`src/wms_pkg.sv`:
```
// ---------------------------------------------------------------------------
// wms_pkg
// Types and constants of the window median select block.
// ---------------------------------------------------------------------------
package wms_pkg;

    localparam int MAX_WINDOW = 25;
    localparam int SAMPLE_W   = 8;
    localparam int COUNT_W    = $clog2(MAX_WINDOW + 1);

    typedef struct packed {
        logic [SAMPLE_W-1:0] sample;
        logic                last;
    } sample_in_t;

    typedef struct packed {
        logic [SAMPLE_W-1:0] median;
        logic                overflow;
    } result_t;

    // value and shift flag handed from one cell to the next
    typedef struct packed {
        logic [SAMPLE_W-1:0] value;
        logic                shift;
    } cell_link_t;

    // per-cell control from the top level
    typedef struct packed {
        logic occupied;
        logic tail;
        logic pick_hi;
        logic pick_lo;
    } cell_ctrl_t;

    typedef enum logic {
        ST_COLLECT,
        ST_EMIT
    } state_t;

endpackage

```
`src/window_median_select.sv`:
```
// ---------------------------------------------------------------------------
// window_median_select
// Median of one filter window of 8-bit samples, kept sorted on arrival.
// ---------------------------------------------------------------------------
// Samples go in on start/item, one transfer per cycle while busy is low.
// Each transfer is inserted into a chain of MAX_WINDOW compare-and-shift
// cells, so the chain stays in ascending order.
// A transfer with item.last set closes the window. busy is then high for one
// cycle while the middle pair is picked from the chain and averaged; the
// result shows on result with done high for one cycle in the following
// cycle. New samples are taken again in that same cycle.
// Throughput: one sample per cycle, none while busy is high between windows.
// Samples beyond MAX_WINDOW are dropped and result.overflow is set for that
// window; a dropped last sample still closes it.
// Reset clears the fill count, the drop flag and the output strobe; cell
// contents are left as they are and are never read before being written.
// There is no back-pressure on the result side.
// ---------------------------------------------------------------------------
module window_median_select
    import wms_pkg::*;
(
    input  logic       clk,
    input  logic       rst_n,
    input  logic       start,
    input  sample_in_t item,
    output logic       busy,
    output logic       done,
    output result_t    result
);

    state_t               state_reg;
    state_t               state_next;
    logic [COUNT_W-1:0]   count_reg;
    logic [COUNT_W-1:0]   count_next;
    logic                 dropped_reg;
    logic                 dropped_next;
    logic                 done_reg;
    logic                 done_next;
    result_t              result_reg;
    result_t              result_next;

    logic                 accept;
    logic                 full;
    logic                 insert_en;
    logic [COUNT_W-1:0]   half;
    logic [COUNT_W-1:0]   lo_idx;
    logic [SAMPLE_W:0]    pair_sum;
    logic [SAMPLE_W-1:0]  mid_hi;
    logic [SAMPLE_W-1:0]  mid_lo;

    cell_ctrl_t           ctrl   [MAX_WINDOW];
    cell_link_t           links  [MAX_WINDOW];
    cell_link_t           prevs  [MAX_WINDOW];
    logic [SAMPLE_W-1:0]  taps_hi[MAX_WINDOW];
    logic [SAMPLE_W-1:0]  taps_lo[MAX_WINDOW];

    assign busy      = (state_reg == ST_EMIT);
    assign accept    = start && !busy;
    assign full      = (count_reg == COUNT_W'(MAX_WINDOW));
    assign insert_en = accept && !full;

    // odd count: both picks on the middle cell
    assign half   = count_reg >> 1;
    assign lo_idx = count_reg[0] ? half : (half - COUNT_W'(1));

    genvar i;
    generate
        for (i = 0; i < MAX_WINDOW; i++)
        begin : g_cell
            assign ctrl[i].occupied = (count_reg > COUNT_W'(i));
            assign ctrl[i].tail     = (count_reg == COUNT_W'(i));
            assign ctrl[i].pick_hi  = (half == COUNT_W'(i));
            assign ctrl[i].pick_lo  = (lo_idx == COUNT_W'(i));

            if (i == 0)
            begin : g_head
                assign prevs[i] = '0;
            end
            else
            begin : g_body
                assign prevs[i] = links[i-1];
            end

            wms_cell u_cell (
                .clk       (clk),
                .insert_en (insert_en),
                .sample    (item.sample),
                .ctrl      (ctrl[i]),
                .prev      (prevs[i]),
                .link      (links[i]),
                .tap_hi    (taps_hi[i]),
                .tap_lo    (taps_lo[i])
            );
        end
    endgenerate

    // at most one cell drives each tap, the rest give zero
    always_comb
    begin
        mid_hi = '0;
        mid_lo = '0;
        for (int k = 0; k < MAX_WINDOW; k++)
        begin
            mid_hi = mid_hi | taps_hi[k];
            mid_lo = mid_lo | taps_lo[k];
        end
    end

    assign pair_sum = {1'b0, mid_hi} + {1'b0, mid_lo};

    always_comb
    begin
        state_next   = state_reg;
        count_next   = count_reg;
        dropped_next = dropped_reg;
        done_next    = 1'b0;
        result_next  = result_reg;
        unique case (state_reg)
            ST_COLLECT:
            begin
                if (accept)
                begin
                    if (full)
                    begin
                        dropped_next = 1'b1;
                    end
                    else
                    begin
                        count_next = count_reg + COUNT_W'(1);
                    end
                    if (item.last)
                    begin
                        state_next = ST_EMIT;
                    end
                end
            end
            ST_EMIT:
            begin
                result_next.median   = pair_sum[SAMPLE_W:1];
                result_next.overflow = dropped_reg;
                done_next            = 1'b1;
                count_next           = '0;
                dropped_next         = 1'b0;
                state_next           = ST_COLLECT;
            end
            default:
            begin
                state_next = ST_COLLECT;
            end
        endcase
    end

    always_ff @(posedge clk or negedge rst_n)
    begin
        if (!rst_n)
        begin
            state_reg   <= ST_COLLECT;
            count_reg   <= '0;
            dropped_reg <= 1'b0;
            done_reg    <= 1'b0;
        end
        else
        begin
            state_reg   <= state_next;
            count_reg   <= count_next;
            dropped_reg <= dropped_next;
            done_reg    <= done_next;
        end
    end

    always_ff @(posedge clk)
    begin
        result_reg <= result_next;
    end

    assign done   = done_reg;
    assign result = result_reg;

endmodule

```
`src/wms_cell.sv`:
```
// ---------------------------------------------------------------------------
// wms_cell
// One slot of the sorted insertion chain: holds a sample, compares it with
// the incoming one and either keeps it, takes the new sample or takes the
// value of its lower neighbour.
// ---------------------------------------------------------------------------
module wms_cell
    import wms_pkg::*;
(
    input  logic                clk,
    input  logic                insert_en,
    input  logic [SAMPLE_W-1:0] sample,
    input  cell_ctrl_t          ctrl,
    input  cell_link_t          prev,
    output cell_link_t          link,
    output logic [SAMPLE_W-1:0] tap_hi,
    output logic [SAMPLE_W-1:0] tap_lo
);

    logic [SAMPLE_W-1:0] value_reg;
    logic [SAMPLE_W-1:0] value_next;
    logic                greater;

    assign greater = ctrl.occupied && (value_reg > sample);

    always_comb
    begin
        value_next = value_reg;
        if (insert_en && (greater || ctrl.tail))
        begin
            value_next = prev.shift ? prev.value : sample;
        end
    end

    always_ff @(posedge clk)
    begin
        value_reg <= value_next;
    end

    assign link.value = value_reg;
    assign link.shift = greater;
    assign tap_hi     = ctrl.pick_hi ? value_reg : '0;
    assign tap_lo     = ctrl.pick_lo ? value_reg : '0;

endmodule

```
`config.mk`:
```
export PLATFORM = sky130hd
export DESIGN_NAME = window_median_select
export DESIGN_NICKNAME = d
export VERILOG_FILES = /design/src/wms_pkg.sv /design/src/window_median_select.sv /design/src/wms_cell.sv
export SDC_FILE = /design/constraint.sdc
export NUM_CORES = 1
export LEC_CHECK = 0
export BUFFER_PORTS_ARGS = -buffer_cell sky130_fd_sc_hd__buf_2
export CORE_MARGIN = 5
export CORE_UTILIZATION = 45
export CTS_BUF_LIST = sky130_fd_sc_hd__clkbuf_4
export DETAILED_ROUTE_END_ITERATION = 16
export SYNTH_ARGS = -nofsm -noshare
export SYNTH_HDL_FRONTEND = slang
export SYNTH_SLANG_ARGS = --single-unit
```
`constraint.sdc`:
```
create_clock -name clk -period 5.4 [get_ports clk]
set_clock_uncertainty 0.15 [all_clocks]
set_input_delay 0.81 -clock clk [delete_from_list [all_inputs] [get_ports clk]]
set_output_delay 0.81 -clock clk [all_outputs]
set_load 0.05 [all_outputs]
```
==> summary.txt, run 1 <==
Global routing
  • First-pass GRT wire length: 87,700 um
  • GR Util All Layers: 30.5%
  • GRT Residual Overflow: 0
  • Vias in the first global route: 12,800
  • Initial antenna violation count: 4
  • Pin count of the biggest net entering global routing: 31

CTS
  • Post-CTS setup buffer count: 0
  • CTS tree: done
  • Htree depth: 2
  • Worst skew pair latency: 0.82 ns
  • CTS root buf: clkbuf_4
  • Post-CTS sizing: 0
  • Clk pin slew, worst setup/hold paths: 0.07 ns
  • Clock tree buffer depth: 3
  • Hold-fix buffers, CTS: 1
  • Cts bufs inserted: 59
  • Clk sinks: 209

Worst setup path
  • Register-to-Register Path Depth: 15
  • Crit. Startpoint: count_reg[1]$_DFFE_PN0P_
  • CP Launch Type: register
  • Worst setup endpoint: result[5]$_DFFE_PP_
  • Reg-to-Reg Start: count_reg[1]$_DFFE_PN0P_
  • Worst setup EP type: register
  • Required @ worst endpoint: 5.74 ns
  • CP peak stage delay: 0.82 ns
  • Crit-path cells: inv_1 -> ha_1 -> or3_1 -> o32a_4 -> and2_4 -> nor3_1 -> a22o_1 -> a221oi_1 -> and4_1 -> nand3_1 -> ha_1 -> inv_1 -> nor3_1 -> a2111oi_0 -> o211ai_1
  • Slowest CP cell: nor3_1
  • WS Path Type: reg -> reg
  • WP data arrival: 5.44 ns
  • Reg2reg end: result[5]$_DFFE_PP_
  • CP Max Fanout: 12
  • R2R Setup Slk: 0.29 ns

Timing
  • Slew Viols, Final: 0
  • Fin crit share: 94.5%
  • RSZ-0062 raised after global routing: false
  • Post-layout worst setup margin: 0.295 ns
  • Slew @ Worst Pin: 1.17 ns
  • Hold Vio Cnt, Final: 0
  • Final setup vio count: 0
  • Rel. slew slack: 21.7%
  • Setup TNS: 0 ns
  • Max Fclk: 196 MHz
  • Fin crit period: 5.11 ns

Power and ir drop
  • VDD IR max: 268 uV
  • Total power draw: 0.00779 W
  • P per Cell Area: 445 nW/um^2
  • Leak Pwr: 6.82 nW

Die
  • Vert. Die Dim: 198 um
  • Die W: 198 um
  • FP Rows: 68
  • Initial Utilization: 45.8%
  • Die area: 39,100 sq um
  • Core area: 34,600 sq um
  • Boundary pin count: 23

Routing
  • Post-DRT Antenna Nets: 0
  • DRT iter0 DRCs: 1,677
  • Via count: 13,200
  • Pre-antenna DRT Iters: 8
  • Vias per cell: 6.60
  • Mean routed wirelength per cell: 30.1 um
  • WL final: 60,400 um
  • DRC Markers: 0

Logic synthesis
  • FFs w/ async S/R, synth: 3.83%
  • Post-Syn Area: 15,900 sq um
  • Syn Nets: 1,647
  • Post-synth EDFFs: 201
  • Main synth FF type: edfxtp_1
  • Syn avg cell area: 11.1 sq um
  • Synth cell types: 68
  • Ys Warns: 0
  • Synthesized instance count: 1,425
  • Seq/Total Area, Yosys: 39.3%
  • Post-synthesis register bit count: 209

Finish
  • Area growth syn-to-layout: 10.3%
  • Design area: 17,500 sq um
  • Nets: 1,722
  • Fill cells: 3,173
  • Ratio of cells with drive above 1 in the final layout: 22.2%
  • Max FFs per register: 192
  • Multi-input gate area: 9190 sq um
  • Sequential Area: 6240 sq um

Placement
  • Pre-CTS WS: 0.428 ns
  • Dpl hpwl: 43,500 um
  • GP Congestion: 1.03
  • Number of port buffers: 22
  • Placed inst area: 16,700 sq um

Outcome
  • Status: complete, no violations

Worst hold path
  • Min-Delay Path Class: in -> reg

Flow run
  • Max_cap viols: 0
## through the flow
stage	cells	utilization, %	hold slack [ns]
6_report	2007	50.5	0.106
5_1_grt	2006	50.5	0.0683
4_1_cts	2004	50.5	0.0507
3_5_place_dp	1893	48.2	0.287
3_3_place_gp	1893	48.2	0.283
2_1_floorplan	1425	-	0.275
## report_power, final
part | internal, W | switching, W
clock | 0.000804 | 0.000746
combinational | 0.00151 | 0.00239
sequential | 0.00211 | 0.000223
## cell type report
class,count,area share [%]
diodes,3,0.0429
clock buffers,75,3.22
clock inverters,35,1.28
inverters,47,1.01
multi-input cells,1109,52.5
flip-flops and latches,209,35.6
well taps,455,3.25
repair buffers,74,3.02
## critical path: cells and delay by family, from the launching register on
family	cells	cell delay, ns
buf+inv	2	0.34
fa+ha+maj	2	0.63
flops	1	0.57
simple gates	6	1.86
compound gates	5	1.28
## worst min-delay path by stage
stage                                  startpoint                   to  slack, ns  depth (start not counted)
after floorplan           dropped_reg$_DFFE_PN0P_  result[0]$_DFFE_PP_       0.28                          0
after global placement    dropped_reg$_DFFE_PN0P_  result[0]$_DFFE_PP_       0.28                          0
after detailed placement  dropped_reg$_DFFE_PN0P_  result[0]$_DFFE_PP_       0.29                          0
after CTS                                 item[0]       busy$_DFF_PN0_       0.05                          3
after global routing                      item[0]       busy$_DFF_PN0_       0.07                          3
final                                     item[0]       busy$_DFF_PN0_       0.11                          3
## routing by layer
metal / vias to the layer above / track usage [%] / routed length [um]
met5: - / 0 / 0
met4: 0 / 9.41 / 2120
met3: 137 / 7.03 / 5620
met2: 657 / 45.7 / 26000
met1: 6642 / 44.3 / 26700
li1: 5812 / - / -
## cells in the mapped netlist (6+ instances only)
cell	n	share of area, %
a21o_1	31	1.5
a21oi_1	87	2.7
a221oi_1	16	0.88
a222oi_1	10	0.63
a22o_1	8	0.44
a22oi_1	51	2.4
a31oi_1	7	0.28
and3_1	13	0.51
clkbuf_1	48	1.1
dfrtp_1	8	1.3
edfxtp_1	201	38
ha_1	209	16
inv_1	46	1.1
mux2_2	148	11
mux4_2	22	3.1
nand2_1	102	2.4
nand2b_1	21	0.83
nand3_1	39	1.2
nand4_1	30	1.2
nor2_1	46	1.1
nor2b_1	33	1.3
nor3_1	17	0.54
o211ai_1	6	0.28
o21a_1	39	1.8
o21ai_0	94	3.0
## cell families after synthesis
kind of cell             synth area share (%)
AO/OA/AOI/OAI                            17.1
XOR/XNOR                                0.387
adder cells (fa/ha/maj)                  16.6
buffers and inverters                    2.73
flip-flops                               39.3
multiplexers                             13.9
AND/OR/NAND/NOR                          9.90
## cells in the final DEF, fill, tap and decap left out, types with 16 or more instances in the layout
cell / Yosys / final
edfxtp_1: 201 / 201
clkinv_1: 1 / 28
a22oi_1: 51 / 51
nand4_1: 30 / 30
a21oi_1: 87 / 87
nand2_1: 102 / 102
a221oi_1: 16 / 16
buf_4: 1 / 49
o21a_1: 39 / 39
a21o_1: 31 / 31
mux2_2: 148 / 148
nand3_1: 39 / 39
inv_1: 46 / 46
o21ai_0: 94 / 94
nor2_1: 46 / 45
mux4_2: 22 / 22
nand2b_1: 21 / 21
ha_1: 209 / 209
nor2b_1: 33 / 33
clkbuf_4: 0 / 75
nor3_1: 17 / 17
buf_2: 4 / 22
No activity file was read; power rests on OpenSTA's default activity.
==> inputs of run 2 (changes only) <==
Settings changed: CAP_MARGIN from default to 5, CELL_PAD_IN_SITES_DETAIL_PLACEMENT from default to 1, CELL_PAD_IN_SITES_GLOBAL_PLACEMENT from default to 1, PLACE_DENSITY_LB_ADDON from default to 0.1.
==> run 2 against run 1 <==
Via count rose by 2.8%. Non-clock buffer count increased by 18. Design area up 0.60%. Die area is the same. Critical path depth rose by 2. Sequential share of layout area fell by 0.21 points. Register-to-register slack gained 0.33 ns. Worst hold slack got worse by 0.0038 ns. Clock power decreased by 5%. Final cell count increased by 0.80%.
==> summary.txt, run 2 (synthesis results as in run 1) <==
Timing
  • Fin crit share: 88.5% (-6.1 points)
  • Slew Viols, Final: 0 (unchanged)
  • Final setup vio count: 0 (unchanged)
  • Setup TNS: 0 ns (unchanged)
  • Max Fclk: 209 MHz (+6.9%)
  • Slew @ Worst Pin: 1.14 ns (-0.0238 ns)
  • Rel. slew slack: 23.6% (+1.9 points)
  • Fin crit period: 4.78 ns (-0.329 ns)
  • RSZ-0062 raised after global routing: false
  • Hold Vio Cnt, Final: 0 (unchanged)
  • WHS: 0.103 ns (-0.00381 ns)

Worst setup path
  • WP data arrival: 5.19 ns (-0.25 ns)
  • CP Max Fanout: 11 (-1)
  • CP delay by family, top: simple AND/OR/NAND/NOR gates
  • Worst path bufs/invs: 1 (-1)
  • Crit-path cells: inv_1 -> ha_1 -> or4b_1 -> nand2b_1 -> nor3_1 -> a22o_1 -> a221oi_1 -> and4_1 -> nand3_1 -> ha_1 -> a21oi_1 -> o21ai_0 -> a21oi_1 -> nor2_1 -> nor2_1 -> o21bai_1 -> a21o_1
  • WS Path Type: reg -> reg
  • Required @ worst endpoint: 5.81 ns (+0.07 ns)
  • Worst setup EP type: register
  • CP peak stage delay: 0.53 ns (-0.29 ns)
  • CP Launch Type: register
  • Slowest CP cell: or4b_1

Power and ir drop
  • P per Cell Area: 446 nW/um^2 (+0.14%)
  • Sw Share: 43.9% (+0.76 points)
  • P_sw: 0.00345 W (+2.5%)
  • Power share of the clock group: 18.9% (-1.0 points)
  • VDD IR max: 250 uV (-6.9%)
  • Leak Pwr: 6.90 nW (+1.2%)
  • Logic pwr share: 51.4% (+1.3 points)
  • Cell internal pwr: 0.00440 W (-0.62%)
  • Register share of total power: 29.8% (-0.2 points)

Global routing
  • GRT met2 Usage: 50.1% (+4.5 points)
  • Grt met3 use: 8.10% (+1.1 points)
  • GRT Residual Overflow: 0 (unchanged)
  • GR peak layer: met2
  • First-pass GRT wire length: 95,300 um (+8.7%)
  • Global routing usage on met1: 48.1% (+3.8 points)
  • Vias in the first global route: 13,800 (+7.5%)
  • Pin count of the biggest net entering global routing: 31 (unchanged)
  • Initial antenna violation count: 3 (-1)
  • GR Util All Layers: 33.5% (+2.9 points)

Routing
  • DRT iter0 DRCs: 1,770 (+5.5%)
  • DRC Markers: 0 (unchanged)
  • Post-DRT Antenna Nets: 0 (unchanged)
  • Via count: 13,600 (+2.8%)
  • Mean routed wirelength per cell: 32.6 um (+8.1%)
  • WL final: 65,900 um (+9.0%)
  • Pre-antenna DRT Iters: 5 (-3)
  • Vias per cell: 6.73 (+1.9%)

Finish
  • Nets: 1,742 (+1.2%)
  • Commonest non-fill, non-tap cell in the layout: ha_1
  • Area growth syn-to-layout: 11.0%
  • Most frequent cells in the layout: ha_1 (209), edfxtp_1 (201), mux2_2 (148), nand2_1 (102), o21ai_0 (94)
  • Ratio of cells with drive above 1 in the final layout: 23.7% (+1.5 points)
  • Share of the core filled with cells: 50.8% (+0.30 points)
  • Max FFs per register: 192 (unchanged)

Placement
  • Dpl hpwl: 48,000 um (+10%)
  • GP Congestion: 1.03 (+0.60%)
  • Number of port buffers: 22 (unchanged)

Flow run
  • Max_cap viols: 0 (unchanged)

Worst hold path
  • Min-Delay Path Class: in -> reg

Die
  • Die W: 198 um (unchanged)
  • Boundary pin count: 23 (unchanged)
  • Vert. Die Dim: 198 um (unchanged)
  • FP Rows: 68 (unchanged)
  • Core area: 34,600 sq um (unchanged)
  • Initial Utilization: 45.8% (unchanged)
  • Die area: 39,100 sq um (unchanged)

CTS
  • Htree depth: 2 (unchanged)
  • Cts bufs inserted: 61 (+3.4%)
  • CTS root buf: clkbuf_4
  • CTS tree: done
  • Clock tree buffer depth: 3 (unchanged)
  • Hold-fix buffers, CTS: 1 (unchanged)
  • Post-CTS sizing: 0 (unchanged)
  • Clk sinks: 209 (unchanged)
  • Clk pin slew, worst setup/hold paths: 0.07 ns (about the same)
  • Post-CTS setup buffer count: 0 (unchanged)
  • Worst skew pair latency: 0.82 ns (about the same)

Outcome
  • Status: complete, no violations
-- run 2: power by group through the flow --
stage	combinational [W]	clock [W]	sequential, W
after CTS	0.00395	0.00151	0.00232
after global routing	0.00432	0.00160	0.00234
after detailed placement	0.00392	0	0.00236
after global placement	0.00386	0	0.00236
after floorplan	0.00259	0	0.00235
final	0.00403	0.00148	0.00234
-- run 2: worst register-to-register path: cells and delay by family (launching register included) --
kind / cells / cell delay [ns]
AOI/OAI and AO/OA: 7 / 1.34
DFF: 1 / 0.39
adders and majority gates: 2 / 0.84
buffers and inverters: 1 / 0.18
and+or+nand+nor: 7 / 1.66
-- run 2: cell type report --
type                            instances  area, sq um
Tap cell                              455          569
Inverter                               47          176
Clock inverter                         19         73.8
Sequential cell                       209         6240
Fill cell                            3745        17000
Timing Repair Buffer                   92          688
Antenna cell                            5         12.5
Multi-Input combinational cell       1109         9190
Clock buffer                           87          653
-- run 2: path summary, 6_finish.rpt --
path | from | end | slack [ns] | depth (start not counted)
setup / recovery | count_reg[2]$_DFFE_PN0P_ | result[8]$_DFFE_PP_ | 0.62 | 17
hold / removal | item[0] | busy$_DFF_PN0_ | 0.10 | 3
setup reg to reg | count_reg[2]$_DFFE_PN0P_ | result[8]$_DFFE_PP_ | 0.62 | 17
hold reg to reg | dropped_reg$_DFFE_PN0P_ | result[0]$_DFFE_PP_ | 0.32 | 0
max in group asynchronous | rst_n | count_reg[3]$_DFFE_PN0P_ | 4.63 | 2
min in group asynchronous | rst_n | count_reg[1]$_DFFE_PN0P_ | 0.26 | 2
-- run 2: per-stage QoR --
| stage | worst slack, ns | instances | cell area [sq um] | total power [W] |
|---|---|---|---|---|
| floorplan | 1.03 | 1425 | 15900 | 0.00493 |
| global placement | 0.953 | 1911 | 16900 | 0.00621 |
| detailed placement | 0.799 | 1911 | 16900 | 0.00627 |
| CTS | 0.736 | 2018 | 17600 | 0.00778 |
| global route | 0.298 | 2021 | 17600 | 0.00825 |
| finish | 0.624 | 2023 | 17600 | 0.00785 |
-- run 2: metal layers --
| metal | share of wire (%) | vias up |
|---|---|---|
| met1 | 43 | 6897 |
| met2 | 44 | 718 |
| met4 | 3.6 | 2 |
| li1 | - | 5836 |
| met5 | 0.020 | - |
| met3 | 9.6 | 161 |
